**config.mk**
```make
export PLATFORM = sky130hd
export DESIGN_NAME = pretrigger_window_readout
export DESIGN_NICKNAME = d
export VERILOG_FILES = /design/src/sv/prw_pkg.sv /design/src/sv/prw_csr.sv /design/src/sv/prw_core.sv /design/src/sv/prw_window.sv /design/src/sv/pretrigger_window_readout.sv
export SDC_FILE = /design/constraint.sdc
export NUM_CORES = 2
export LEC_CHECK = 0
export CAP_MARGIN = 15
export CORE_MARGIN = 2
export CORE_UTILIZATION = 55
export CTS_BUF_LIST = sky130_fd_sc_hd__clkbuf_8
export CTS_CLUSTER_SIZE = 40
export DETAILED_ROUTE_END_ITERATION = 6
export DONT_BUFFER_PORTS = 1
export GPL_ROUTABILITY_DRIVEN = 0
export PLACE_DENSITY_LB_ADDON = 0.1
export SYNTH_ARGS = -nofsm -noshare
export SYNTH_HDL_FRONTEND = slang
export SYNTH_SLANG_ARGS = --single-unit
```
**constraint.sdc**
```tcl
create_clock -name clock -period 10.7 [get_ports clock]
set_input_delay 0.535 -clock clock [delete_from_list [all_inputs] [get_ports clock]]
set_output_delay 0.535 -clock clock [all_outputs]
set_load 0.005 [all_outputs]
```
**src/sv/prw_pkg.sv**
```systemverilog
`timescale 1ns / 1ps
// prw_pkg: shared types and codes for the pretrigger window readout
// used by prw_csr, prw_core, prw_window and pretrigger_window_readout
package prw_pkg;

   // request selector carried on req_tuser
   typedef enum logic [1:0] {
      REQ_START = 2'd0,
      REQ_EVENT = 2'd1,
      REQ_WORD  = 2'd2
   } req_type;

   // result kind carried on rsp_tuser
   typedef enum logic [2:0] {
      KIND_STARTED = 3'd0,
      KIND_WINDOW  = 3'd1,
      KIND_SKIPPED = 3'd2,
      KIND_NOTHING = 3'd3,
      KIND_SAMPLES = 3'd4
   } kind_type;

   // register index, byte address is 4 * index
   typedef enum logic [2:0] {
      REG_ARRAY_SIZE     = 3'd0,
      REG_EVENTS_LOG2    = 3'd1,
      REG_SAMPLES_WANTED = 3'd2,
      REG_HIGH_LEN       = 3'd3,
      REG_LOW_LEN        = 3'd4,
      REG_WIDE_SAMPLES   = 3'd5
   } reg_index_type;

   localparam int unsigned LenW    = 21;
   localparam int unsigned SampleW = 14;
   localparam int unsigned MaxLog2 = 4;

   localparam logic [SampleW-1:0] NarrowMask = 14'h0fff;
   localparam logic [SampleW-1:0] WideMask   = 14'h3fff;

   // settings derived from the registers, as the datapath uses them
   typedef struct packed {
      logic [LenW-1:0]    eventsize;
      logic [LenW-1:0]    wanted;
      logic [2:0]         seg_log2;
      logic [LenW-1:0]    high_len;
      logic [LenW-1:0]    low_len;
      logic               wide;
   } cfg_type;

   // item between the state stage and the window stage
   typedef struct packed {
      kind_type            kind;
      logic [LenW-1:0]     loc;
      logic signed [LenW:0] nmax;
      logic [LenW-1:0]     base;
      logic [LenW-1:0]     seg_end;
      logic [SampleW-1:0]  high_sample;
      logic                high_valid;
      logic [SampleW-1:0]  low_sample;
      logic                low_valid;
   } stage_type;

endpackage

```
**src/sv/prw_csr.sv**
```systemverilog
`timescale 1ns / 1ps
// prw_csr: configuration registers with APB-style access and derived settings
// depends on prw_pkg
module prw_csr (
   input  logic                  clock,
   input  logic                  reset,
   input  logic                  csr_psel,
   input  logic                  csr_penable,
   input  logic                  csr_pwrite,
   input  logic [4:0]            csr_paddr,
   input  logic [31:0]           csr_pwdata,
   output logic [31:0]           csr_prdata,
   output logic                  csr_pready,
   output prw_pkg::cfg_type      cfg,
   output logic                  geom_upd,
   output logic [prw_pkg::LenW-1:0] eventsize_next
);

   logic [prw_pkg::LenW-1:0] array_size_ff, array_size_in;
   logic [2:0]               events_log2_ff, events_log2_in;
   logic [prw_pkg::LenW-1:0] samples_wanted_ff, samples_wanted_in;
   logic [prw_pkg::LenW-1:0] high_len_ff, high_len_in;
   logic [prw_pkg::LenW-1:0] low_len_ff, low_len_in;
   logic                     wide_ff, wide_in;
   prw_pkg::cfg_type         cfg_ff, cfg_in;
   logic                     wr;
   logic [2:0]               seg_log2;

   assign csr_pready = 1'b1;
   assign wr = csr_psel & csr_penable & csr_pwrite;

   // register writes
   always_comb begin
      array_size_in     = array_size_ff;
      events_log2_in    = events_log2_ff;
      samples_wanted_in = samples_wanted_ff;
      high_len_in       = high_len_ff;
      low_len_in        = low_len_ff;
      wide_in           = wide_ff;
      geom_upd          = 1'b0;
      if (wr) begin
         case (csr_paddr[4:2])
            prw_pkg::REG_ARRAY_SIZE: begin
               array_size_in = csr_pwdata[prw_pkg::LenW-1:0];
               geom_upd      = 1'b1;
            end
            prw_pkg::REG_EVENTS_LOG2: begin
               events_log2_in = csr_pwdata[2:0];
               geom_upd       = 1'b1;
            end
            prw_pkg::REG_SAMPLES_WANTED: samples_wanted_in = csr_pwdata[prw_pkg::LenW-1:0];
            prw_pkg::REG_HIGH_LEN:       high_len_in = csr_pwdata[prw_pkg::LenW-1:0];
            prw_pkg::REG_LOW_LEN:        low_len_in = csr_pwdata[prw_pkg::LenW-1:0];
            prw_pkg::REG_WIDE_SAMPLES:   wide_in = csr_pwdata[0];
            default: ;
         endcase
      end
   end

   // derived settings follow the next register values so they are ready at once
   always_comb begin
      seg_log2 = (events_log2_in > 3'(prw_pkg::MaxLog2)) ? 3'(prw_pkg::MaxLog2)
                                                        : events_log2_in;
      eventsize_next   = array_size_in >> seg_log2;
      cfg_in.eventsize = eventsize_next;
      cfg_in.seg_log2  = seg_log2;
      if ((samples_wanted_in == '0) || (samples_wanted_in > eventsize_next)) begin
         cfg_in.wanted = eventsize_next;
      end else begin
         cfg_in.wanted = samples_wanted_in;
      end
      cfg_in.high_len = high_len_in;
      cfg_in.low_len  = low_len_in;
      cfg_in.wide     = wide_in;
   end

   always_ff @(posedge clock) begin
      if (reset) begin
         array_size_ff     <= 21'd262144;
         events_log2_ff    <= 3'd0;
         samples_wanted_ff <= '0;
         high_len_ff       <= 21'd1024;
         low_len_ff        <= 21'd1024;
         wide_ff           <= 1'b0;
         cfg_ff.eventsize  <= 21'd262144;
         cfg_ff.wanted     <= 21'd262144;
         cfg_ff.seg_log2   <= 3'd0;
         cfg_ff.high_len   <= 21'd1024;
         cfg_ff.low_len    <= 21'd1024;
         cfg_ff.wide       <= 1'b0;
      end else begin
         array_size_ff     <= array_size_in;
         events_log2_ff    <= events_log2_in;
         samples_wanted_ff <= samples_wanted_in;
         high_len_ff       <= high_len_in;
         low_len_ff        <= low_len_in;
         wide_ff           <= wide_in;
         cfg_ff            <= cfg_in;
      end
   end

   assign cfg = cfg_ff;

   // readback
   always_comb begin
      csr_prdata = '0;
      case (csr_paddr[4:2])
         prw_pkg::REG_ARRAY_SIZE:     csr_prdata = 32'(array_size_ff);
         prw_pkg::REG_EVENTS_LOG2:    csr_prdata = 32'(events_log2_ff);
         prw_pkg::REG_SAMPLES_WANTED: csr_prdata = 32'(samples_wanted_ff);
         prw_pkg::REG_HIGH_LEN:       csr_prdata = 32'(high_len_ff);
         prw_pkg::REG_LOW_LEN:        csr_prdata = 32'(low_len_ff);
         prw_pkg::REG_WIDE_SAMPLES:   csr_prdata = 32'(wide_ff);
         default:                     csr_prdata = '0;
      endcase
   end

endmodule

```
**src/sv/prw_core.sv**
```systemverilog
`timescale 1ns / 1ps
// prw_core: readout state (event index, segment base, counts, skips) and the
// per-item decision stage; depends on prw_pkg
module prw_core (
   input  logic                     clock,
   input  logic                     reset,
   input  logic                     req_tvalid,
   output logic                     req_tready,
   input  logic [1:0]               req_type_in,
   input  logic [31:0]              trigger_count,
   input  logic [31:0]              memory_word,
   input  prw_pkg::cfg_type         cfg,
   input  logic                     geom_upd,
   input  logic [prw_pkg::LenW-1:0] eventsize_next,
   input  logic                     out_free,
   output logic                     stage_valid,
   output prw_pkg::stage_type       stage_item
);

   localparam int unsigned W = prw_pkg::LenW;

   logic [4:0]         event_index_ff, event_index_in;
   logic [W-1:0]       base_ff, base_in;
   logic [W-1:0]       high_count_ff, high_count_in;
   logic [W-1:0]       low_count_ff, low_count_in;
   logic [W-1:0]       skip_high_ff, skip_high_in;
   logic [W-1:0]       skip_low_ff, skip_low_in;
   logic               stage_valid_ff, stage_valid_in;
   prw_pkg::stage_type stage_ff, stage_in;

   logic               take;
   logic               idx_ok;
   logic [W-1:0]       seg_end;
   logic [32:0]        trig_diff;
   logic               in_range;
   logic [W-1:0]       loc_inc;
   logic [W-1:0]       loc;
   logic signed [W:0]  want_s, hd, ld, nh, nl, nmax;
   logic signed [W:0]  skip_h, skip_l;
   logic [prw_pkg::SampleW-1:0] mask;
   logic [25:0]        base_prod;

   assign req_tready = !stage_valid_ff || out_free;
   assign take       = req_tvalid && req_tready;

   // event window arithmetic
   always_comb begin
      idx_ok    = {1'b0, event_index_ff} < (6'd1 << cfg.seg_log2);
      seg_end   = base_ff + cfg.eventsize;
      trig_diff = {1'b0, trigger_count} - {12'd0, base_ff};
      in_range  = !trig_diff[32] && (trig_diff[31:0] < {11'd0, cfg.eventsize});
      loc_inc   = trig_diff[W-1:0] + W'(1);
      loc       = (loc_inc == cfg.eventsize) ? '0 : loc_inc;
      want_s    = $signed({1'b0, cfg.wanted});
      hd        = $signed({1'b0, cfg.high_len}) - $signed({1'b0, high_count_ff});
      ld        = $signed({1'b0, cfg.low_len}) - $signed({1'b0, low_count_ff});
      nh        = (hd > want_s) ? want_s : hd;
      nl        = (ld > want_s) ? want_s : ld;
      nmax      = (nh > nl) ? nh : nl;
      skip_h    = nmax - nh;
      skip_l    = nmax - nl;
      mask      = cfg.wide ? prw_pkg::WideMask : prw_pkg::NarrowMask;
      base_prod = event_index_ff * eventsize_next;
   end

   // state update and stage item for one accepted item
   always_comb begin
      event_index_in = event_index_ff;
      base_in        = base_ff;
      high_count_in  = high_count_ff;
      low_count_in   = low_count_ff;
      skip_high_in   = skip_high_ff;
      skip_low_in    = skip_low_ff;
      stage_valid_in = stage_valid_ff && !out_free;

      stage_in             = '0;
      stage_in.kind        = prw_pkg::KIND_SKIPPED;
      stage_in.loc         = loc;
      stage_in.nmax        = nmax;
      stage_in.base        = base_ff;
      stage_in.seg_end     = seg_end;
      stage_in.high_sample = memory_word[16 +: prw_pkg::SampleW] & mask;
      stage_in.low_sample  = memory_word[0 +: prw_pkg::SampleW] & mask;

      if (take) begin
         case (req_type_in)
            prw_pkg::REQ_START: begin
               stage_valid_in = 1'b1;
               stage_in.kind  = prw_pkg::KIND_STARTED;
               event_index_in = '0;
               base_in        = '0;
               high_count_in  = '0;
               low_count_in   = '0;
               skip_high_in   = '0;
               skip_low_in    = '0;
            end
            prw_pkg::REQ_EVENT: begin
               stage_valid_in = 1'b1;
               if (idx_ok) begin
                  event_index_in = event_index_ff + 5'd1;
                  base_in        = seg_end;
                  if (in_range) begin
                     if (nmax <= 0) begin
                        stage_in.kind = prw_pkg::KIND_NOTHING;
                     end else begin
                        stage_in.kind = prw_pkg::KIND_WINDOW;
                        skip_high_in  = skip_h[W-1:0];
                        skip_low_in   = skip_l[W-1:0];
                     end
                  end
               end
            end
            prw_pkg::REQ_WORD: begin
               stage_valid_in = 1'b1;
               stage_in.kind  = prw_pkg::KIND_SAMPLES;
               if (skip_high_ff != '0) begin
                  skip_high_in = skip_high_ff - W'(1);
               end else if (high_count_ff < cfg.high_len) begin
                  high_count_in       = high_count_ff + W'(1);
                  stage_in.high_valid = 1'b1;
               end
               if (skip_low_ff != '0) begin
                  skip_low_in = skip_low_ff - W'(1);
               end else if (low_count_ff < cfg.low_len) begin
                  low_count_in       = low_count_ff + W'(1);
                  stage_in.low_valid = 1'b1;
               end
            end
            default: ;
         endcase
      end else if (geom_upd) begin
         // segment size changed while idle: rebuild the base of the current event
         base_in = base_prod[W-1:0];
      end
   end

   always_ff @(posedge clock) begin
      if (reset) begin
         event_index_ff <= '0;
         base_ff        <= '0;
         high_count_ff  <= '0;
         low_count_ff   <= '0;
         skip_high_ff   <= '0;
         skip_low_ff    <= '0;
         stage_valid_ff <= 1'b0;
      end else begin
         event_index_ff <= event_index_in;
         base_ff        <= base_in;
         high_count_ff  <= high_count_in;
         low_count_ff   <= low_count_in;
         skip_high_ff   <= skip_high_in;
         skip_low_ff    <= skip_low_in;
         stage_valid_ff <= stage_valid_in;
      end
   end

   // stage payload
   always_ff @(posedge clock) begin
      if (take) begin
         stage_ff <= stage_in;
      end
   end

   assign stage_valid = stage_valid_ff;
   assign stage_item  = stage_ff;

endmodule

```
**src/sv/prw_window.sv**
```systemverilog
`timescale 1ns / 1ps
// prw_window: forms the one or two read runs and holds the result register
// depends on prw_pkg
module prw_window #(
   parameter int GROUP_ADDR_BITS = 20
) (
   input  logic               clock,
   input  logic               reset,
   input  logic               stage_valid,
   input  prw_pkg::stage_type stage_item,
   output logic               out_free,
   output logic               rsp_tvalid,
   input  logic               rsp_tready,
   output logic [2:0]         rsp_tuser,   // kind
   // first_address, first_length, second_address, second_length,
   // high_sample, high_valid, low_sample, low_valid
   output logic [111:0]       rsp_tdata
);

   localparam int unsigned W        = prw_pkg::LenW;
   localparam int          MaskBits = (GROUP_ADDR_BITS < 20) ? GROUP_ADDR_BITS : 20;
   localparam logic [19:0] AddrMask = 20'((64'd1 << MaskBits) - 64'd1);

   logic              rsp_valid_ff, rsp_valid_in;
   logic [2:0]        kind_ff, kind_in;
   logic [111:0]      data_ff, data_in;

   logic signed [W:0] diff;
   logic [W-1:0]      neg_diff;
   logic [W-1:0]      first_addr, first_len, second_len;
   logic [19:0]       first_out, second_out;

   assign out_free = !rsp_valid_ff || rsp_tready;

   // run split: wrap when the window reaches back past the event base
   always_comb begin
      diff     = stage_item.nmax - $signed({1'b0, stage_item.loc});
      neg_diff = W'(-diff);
      if (diff > 0) begin
         first_addr = stage_item.seg_end - diff[W-1:0];
         first_len  = diff[W-1:0];
         second_len = stage_item.loc;
      end else begin
         first_addr = stage_item.base + neg_diff;
         first_len  = stage_item.nmax[W-1:0];
         second_len = '0;
      end
      first_out  = first_addr[19:0] & AddrMask;
      second_out = stage_item.base[19:0] & AddrMask;
   end

   // result packing
   always_comb begin
      kind_in = stage_item.kind;
      data_in = '0;
      case (stage_item.kind)
         prw_pkg::KIND_WINDOW: begin
            data_in[19:0]  = first_out;
            data_in[40:20] = first_len;
            data_in[60:41] = second_out;
            data_in[81:61] = second_len;
         end
         prw_pkg::KIND_SAMPLES: begin
            data_in[95:82]  = stage_item.high_sample;
            data_in[96]     = stage_item.high_valid;
            data_in[110:97] = stage_item.low_sample;
            data_in[111]    = stage_item.low_valid;
         end
         default: ;
      endcase
      rsp_valid_in = stage_valid || (rsp_valid_ff && !rsp_tready);
   end

   always_ff @(posedge clock) begin
      if (reset) begin
         rsp_valid_ff <= 1'b0;
      end else begin
         rsp_valid_ff <= rsp_valid_in;
      end
   end

   always_ff @(posedge clock) begin
      if (stage_valid && out_free) begin
         kind_ff <= kind_in;
         data_ff <= data_in;
      end
   end

   assign rsp_tvalid = rsp_valid_ff;
   assign rsp_tuser  = kind_ff;
   assign rsp_tdata  = data_ff;

endmodule

```
**src/sv/pretrigger_window_readout.sv**
```systemverilog
`timescale 1ns / 1ps
// Readout engine for one channel group of a multi-event pre/post-trigger
// digitizer. Requests enter on req_* (tuser selects start, event or memory
// word; tdata carries trigger count and memory word). Results leave on rsp_*
// with one result item per start, event or word request; a request with
// selector 3 is taken and dropped. Registers sit on the csr_* port at 4*index.
// Pipeline: two register stages; an accepted request loads the state stage,
// and the result register loads from it once free, which raises rsp_tvalid.
// Throughput: one item per cycle unless rsp_tready stalls the result register,
// since counts and skips update in the state stage and the next item sees them.
// Stall: when rsp_tready is low the result register holds, the state stage
// still takes one more item, and req_tready drops once both are full.
// Reset: synchronous; counts, skips, event index and segment base clear,
// registers return to their defaults and no result is pending.
// Register writes are expected only while no item is in flight.
// Depends on prw_pkg, prw_csr, prw_core and prw_window.
module pretrigger_window_readout #(
   parameter int GROUP_ADDR_BITS = 20
) (
   input  logic         clock,
   input  logic         reset,
   input  logic         req_tvalid,
   output logic         req_tready,
   input  logic [1:0]   req_tuser,   // req_type
   input  logic [63:0]  req_tdata,   // trigger_count, memory_word
   output logic         rsp_tvalid,
   input  logic         rsp_tready,
   output logic [2:0]   rsp_tuser,   // kind
   // first_address, first_length, second_address, second_length,
   // high_sample, high_valid, low_sample, low_valid
   output logic [111:0] rsp_tdata,
   input  logic         csr_psel,
   input  logic         csr_penable,
   input  logic         csr_pwrite,
   input  logic [4:0]   csr_paddr,
   input  logic [31:0]  csr_pwdata,
   output logic [31:0]  csr_prdata,
   output logic         csr_pready
);

   prw_pkg::cfg_type         cfg;
   logic                     geom_upd;
   logic [prw_pkg::LenW-1:0] eventsize_next;
   logic                     out_free;
   logic                     stage_valid;
   prw_pkg::stage_type       stage_item;

   // configuration registers
   prw_csr u_csr (
      .clock          (clock),
      .reset          (reset),
      .csr_psel       (csr_psel),
      .csr_penable    (csr_penable),
      .csr_pwrite     (csr_pwrite),
      .csr_paddr      (csr_paddr),
      .csr_pwdata     (csr_pwdata),
      .csr_prdata     (csr_prdata),
      .csr_pready     (csr_pready),
      .cfg            (cfg),
      .geom_upd       (geom_upd),
      .eventsize_next (eventsize_next)
   );

   // state stage
   prw_core u_core (
      .clock          (clock),
      .reset          (reset),
      .req_tvalid     (req_tvalid),
      .req_tready     (req_tready),
      .req_type_in    (req_tuser),
      .trigger_count  (req_tdata[31:0]),
      .memory_word    (req_tdata[63:32]),
      .cfg            (cfg),
      .geom_upd       (geom_upd),
      .eventsize_next (eventsize_next),
      .out_free       (out_free),
      .stage_valid    (stage_valid),
      .stage_item     (stage_item)
   );

   // run split and result register
   prw_window #(
      .GROUP_ADDR_BITS (GROUP_ADDR_BITS)
   ) u_window (
      .clock       (clock),
      .reset       (reset),
      .stage_valid (stage_valid),
      .stage_item  (stage_item),
      .out_free    (out_free),
      .rsp_tvalid  (rsp_tvalid),
      .rsp_tready  (rsp_tready),
      .rsp_tuser   (rsp_tuser),
      .rsp_tdata   (rsp_tdata)
   );

`ifndef SYNTHESIS
   // a window result always has a nonempty first run
   assert property (@(posedge clock) disable iff (reset)
      rsp_tvalid && (rsp_tuser == prw_pkg::KIND_WINDOW) |-> (rsp_tdata[40:20] != '0))
      else $error("window item with empty first run");

   // runs are reported only on window items
   assert property (@(posedge clock) disable iff (reset)
      rsp_tvalid && (rsp_tuser != prw_pkg::KIND_WINDOW) |-> (rsp_tdata[81:0] == '0))
      else $error("run fields set on a non-window item");

   // samples are reported only on sample items
   assert property (@(posedge clock) disable iff (reset)
      rsp_tvalid && (rsp_tuser != prw_pkg::KIND_SAMPLES) |-> (rsp_tdata[111:82] == '0))
      else $error("sample fields set on a non-sample item");

   // nothing is pending right after reset
   assert property (@(posedge clock) disable iff (reset)
      $past(reset) |-> !rsp_tvalid)
      else $error("result valid right after reset");
`endif

endmodule

```
==> out/qor.yml <==
status:
  status: "finished, violations left"
  failed_checks: "DRC"
global_routing:
  grt-busiest-layer: "met2"
  antenna_found_initial: 11
  grtUsageMet3_pct: 7.65
  global_route.overflow_total: 0
  grtUsageTotal_pct: 32.2
  grt_use_met2_pct: 49.4
  grt_start_max_net_pins: 93
  grt_pass1_vias: 27700
  met1_usage_pct: 43.3
  grt_first_pass_wirelength_um: 164000
critical_path:
  arrival_ns: 10.70
  crit_type: "flip-flop to flip-flop"
  r2r_cells: 46
  worst-path-max-fanout: 20
  cp_slowest_cell: "or4_1"
  cp-start-kind: "flip-flop"
  cp-end-kind: "flip-flop"
  rr_startpoint: "u_csr.low_len_ff[0]"
  crit_start: "u_csr.low_len_ff[0]"
  crit_end: "u_core.skip_low_ff[17]"
  cp.required_ns: 11.30
  r2r-end: "u_core.skip_low_ff[17]"
  reg2reg_slack_ns: 0.61
  cp_slowest_stage_delay_ns: 0.49
cells_and_area:
  drive_above_1_share_pct: 7.55
  fillers: 5524
  areaGrowthSynthToFinish_pct: 10.1
  final_common_cell: "nor2_1"
  layout_common_cells: "nor2_1, inv_1, nand2_1"
  layout.nets: 4424
sta:
  tns_ns: 0
  whs_ns: 0.0398
  period_minus_slack_ns: 10.09
  tightest_slew_ns: 1.09
  finalCritPeriodShare_pct: 94.3
  slew_viol_final: 0
  skew_ns: 0.0418
  final-hold-violation-count: 0
  slew_headroom_pct: 26.8
  rsz0062_at_grt: "false"
  finalSetupViolations: 0
  fmax_mhz: 99.1
detailed_routing:
  final_antenna_net_count: 0
  wl_per_cell_um: 21.9
  vias: 29300
  firstDrtPassIters: 7
  drt_iter0_drc: 2905
  wl_um: 107000
  via_per_inst: 6.01
  drcViolationCount: 3
synth:
  synth_mux_area_share_pct: 5.31
  synth_xor_xnor_area_share_pct: 6.70
  synth-simple-area-share_pct: 18.3
  synth_top_cell_by_area: "edfxtp_1"
  synth_cells: 3876
  synth-edff-count: 231
  synth.distinct_cells: 95
  yosysWarnings: 0
  synth_area_um2: 34800
  ys_ff_latch: 475
  synth_top_area_share_pct: 19.9
  synth_area_leaders: "edfxtp_1, dfxtp_1, ha_1, xnor2_1, mux2i_1"
  synthArstFlopShare_pct: 0
  avgSynthCellArea_um2: 8.98
  synth-main-ff-cell: "dfxtp_1"
  synth_fa_ha_area_share_pct: 14.3
  synth_top_family_by_area: "simple AND/OR/NAND/NOR gates"
  synth_compound_area_share_pct: 16.0
  seq_area_frac_synth_pct: 34.0
clocking:
  clockRootBuffer: "clkbuf_8"
  h-tree-depth: 3
  cts_tree: "done"
  clk_latency_ns: 0.71
  cts_num_sinks: 475
  numCtsBuffers: 81
  clockBufferDepth: 3
  clk_pin_slew_ns: 0.06
floorplanning:
  die_h_um: 256
  dieArea_um2: 65300
  core-area_um2: 62900
  num_rows: 92
  die_x_um: 256
  initial_core_util_pct: 55.4
  io_pins: 260
pwr:
  pwr-share-clk_pct: 23.3
  power_switching_w: 0.00297
  p_leak_nw: 16.0
  power_density_nw_per_um2: 196
  seqPwrFrac_pct: 28.6
  ir_worst_vdd_mv: 0.121
  p_int_w: 0.00452
  share_comb_of_total_power_pct: 48.1
  power.share.switching_pct: 39.6
hold_path:
  hold_class: "primary input to flip-flop"
place:
  dp_hpwl_um: 80800
  io_buffers: 0
job:
  max_cap_viol_count: 0
-- synthesized netlist by cell type (18+ instances only) --
| library cell | count |
|---|---|
| nor4_1 | 36 |
| a221oi_1 | 18 |
| buf_2 | 18 |
| nor2_1 | 371 |
| clkbuf_1 | 113 |
| a22oi_1 | 26 |
| xor2_1 | 69 |
| ha_1 | 304 |
| xnor2_1 | 190 |
| mux2_2 | 30 |
| nor2b_1 | 39 |
| a211oi_1 | 61 |
| a21oi_1 | 214 |
| nand4_1 | 62 |
| edfxtp_1 | 231 |
| nand3_1 | 78 |
| or3_1 | 35 |
| dfxtp_1 | 244 |
| a22o_1 | 20 |
| a221o_1 | 19 |
| o21ai_0 | 108 |
| mux2i_1 | 145 |
| o21ai_1 | 32 |
| o21a_1 | 32 |
| nand2_1 | 318 |
| a21o_1 | 53 |
| nand2b_1 | 28 |
| and3_1 | 46 |
| and2_1 | 115 |
| o31ai_1 | 20 |
| nor3_1 | 99 |
| o211ai_1 | 45 |
| o41ai_1 | 26 |
| inv_1 | 312 |
| fa_1 | 58 |
-- worst max-delay path, delay by kind of cell, from the launching register on --
kind | cells | cell delay, ns
flip-flops | 1 | 0.32
multiplexers | 1 | 0.27
AND/OR/NAND/NOR | 10 | 2.17
buffers and inverters | 5 | 0.85
XOR/XNOR | 2 | 0.38
adder cells (fa/ha/maj) | 5 | 1.46
AO/OA/AOI/OAI | 23 | 4.54
-- timing repair --
item	in CTS	in global routing
gates resized for setup	0	18
endpoints found under the hold margin	133	0
buffers inserted	0	6
hold buffers	50	0
setup endpoints to repair	0	17
-- metal layers --
metal	part of all wire [%]	up-vias
met5	0.037	-
met4	4.4	6
met3	8.6	223
met2	43	1230
met1	44	13700
li1	-	14100
-- state kept, by name, indices dropped and copies added, names as in the netlist --
register                 flops
u_window.rsp_tuser           3
u_window.rsp_tdata         112
u_csr.events_log2_ff         2
u_core.skip_high_ff         21
u_core.event_index_ff        5
u_csr.array_size_ff         21
u_core.base_ff              21
u_csr.high_len_ff           21
u_window.rsp_tvalid          1
u_core.stage_item          116
u_csr.cfg                   45
u_csr.low_len_ff            21
u_core.skip_low_ff          21
u_core.high_count_ff        21
u_core.stage_valid           1
u_csr.samples_wanted_ff     21
u_core.low_count_ff         21
u_csr.wide_ff                1
-- power by group through the flow --
stage / Clock [W] / Combinational, W / Sequential [W]
after floorplan: 0 / 0.00266 / 0.00213
after global placement: 0 / 0.00343 / 0.00218
after detailed placement: 0 / 0.00344 / 0.00218
after CTS: 0.00177 / 0.00350 / 0.00214
after global routing: 0.00185 / 0.00397 / 0.00215
final: 0.00174 / 0.00361 / 0.00214
-- stage by stage --
stage               setup slack, ns  util, %  instance area, um2  total power (W)  instances
finish                        0.607     61.0               38300          0.00749       4868
global route                0.00772     60.9               38300          0.00796       4867
CTS                           0.257     60.7               38100          0.00741       4855
detailed placement            0.268     57.1               35900          0.00562       4659
global placement              0.409     57.1               35900          0.00561       4659
floorplan                     0.796        -               34800          0.00479       3886
-- worst min path at each step --
stage	from	end	cells after the start
6_report	csr_pwdata[0]	u_csr.array_size_ff[0]	2
3_5_place_dp	u_core.base_ff[11]	u_core.stage_item[62]	0
5_1_grt	req_tdata[60]	u_core.stage_item[28]	1
4_1_cts	req_tdata[45]	u_core.stage_item[14]	1
3_3_place_gp	u_core.base_ff[18]	u_core.stage_item[69]	0
2_1_floorplan	u_core.base_ff[3]	u_core.stage_item[54]	0
-- cells by family after synthesis --
logic type | count (synthesis)
and+or+nand+nor | 1303
AOI/OAI and AO/OA | 821
DFF | 475
buffers and inverters | 473
adders and majority gates | 362
xor gates and xnor gates | 262
muxes | 178
other | 2
-- area by class of cell --
cell class              instances  area, um2  area share, %
well taps                     846       1060           2.76
diodes                          7       17.5         0.0457
repair buffers                142       1240           3.24
multi-input cells            2938      21300           55.5
clock inverters                56        467           1.22
inverters                     314       1180           3.09
clock buffers                  90       1240           3.23
flip-flops and latches        475      11800           30.9
No activity file was read; power rests on OpenSTA's default activity.
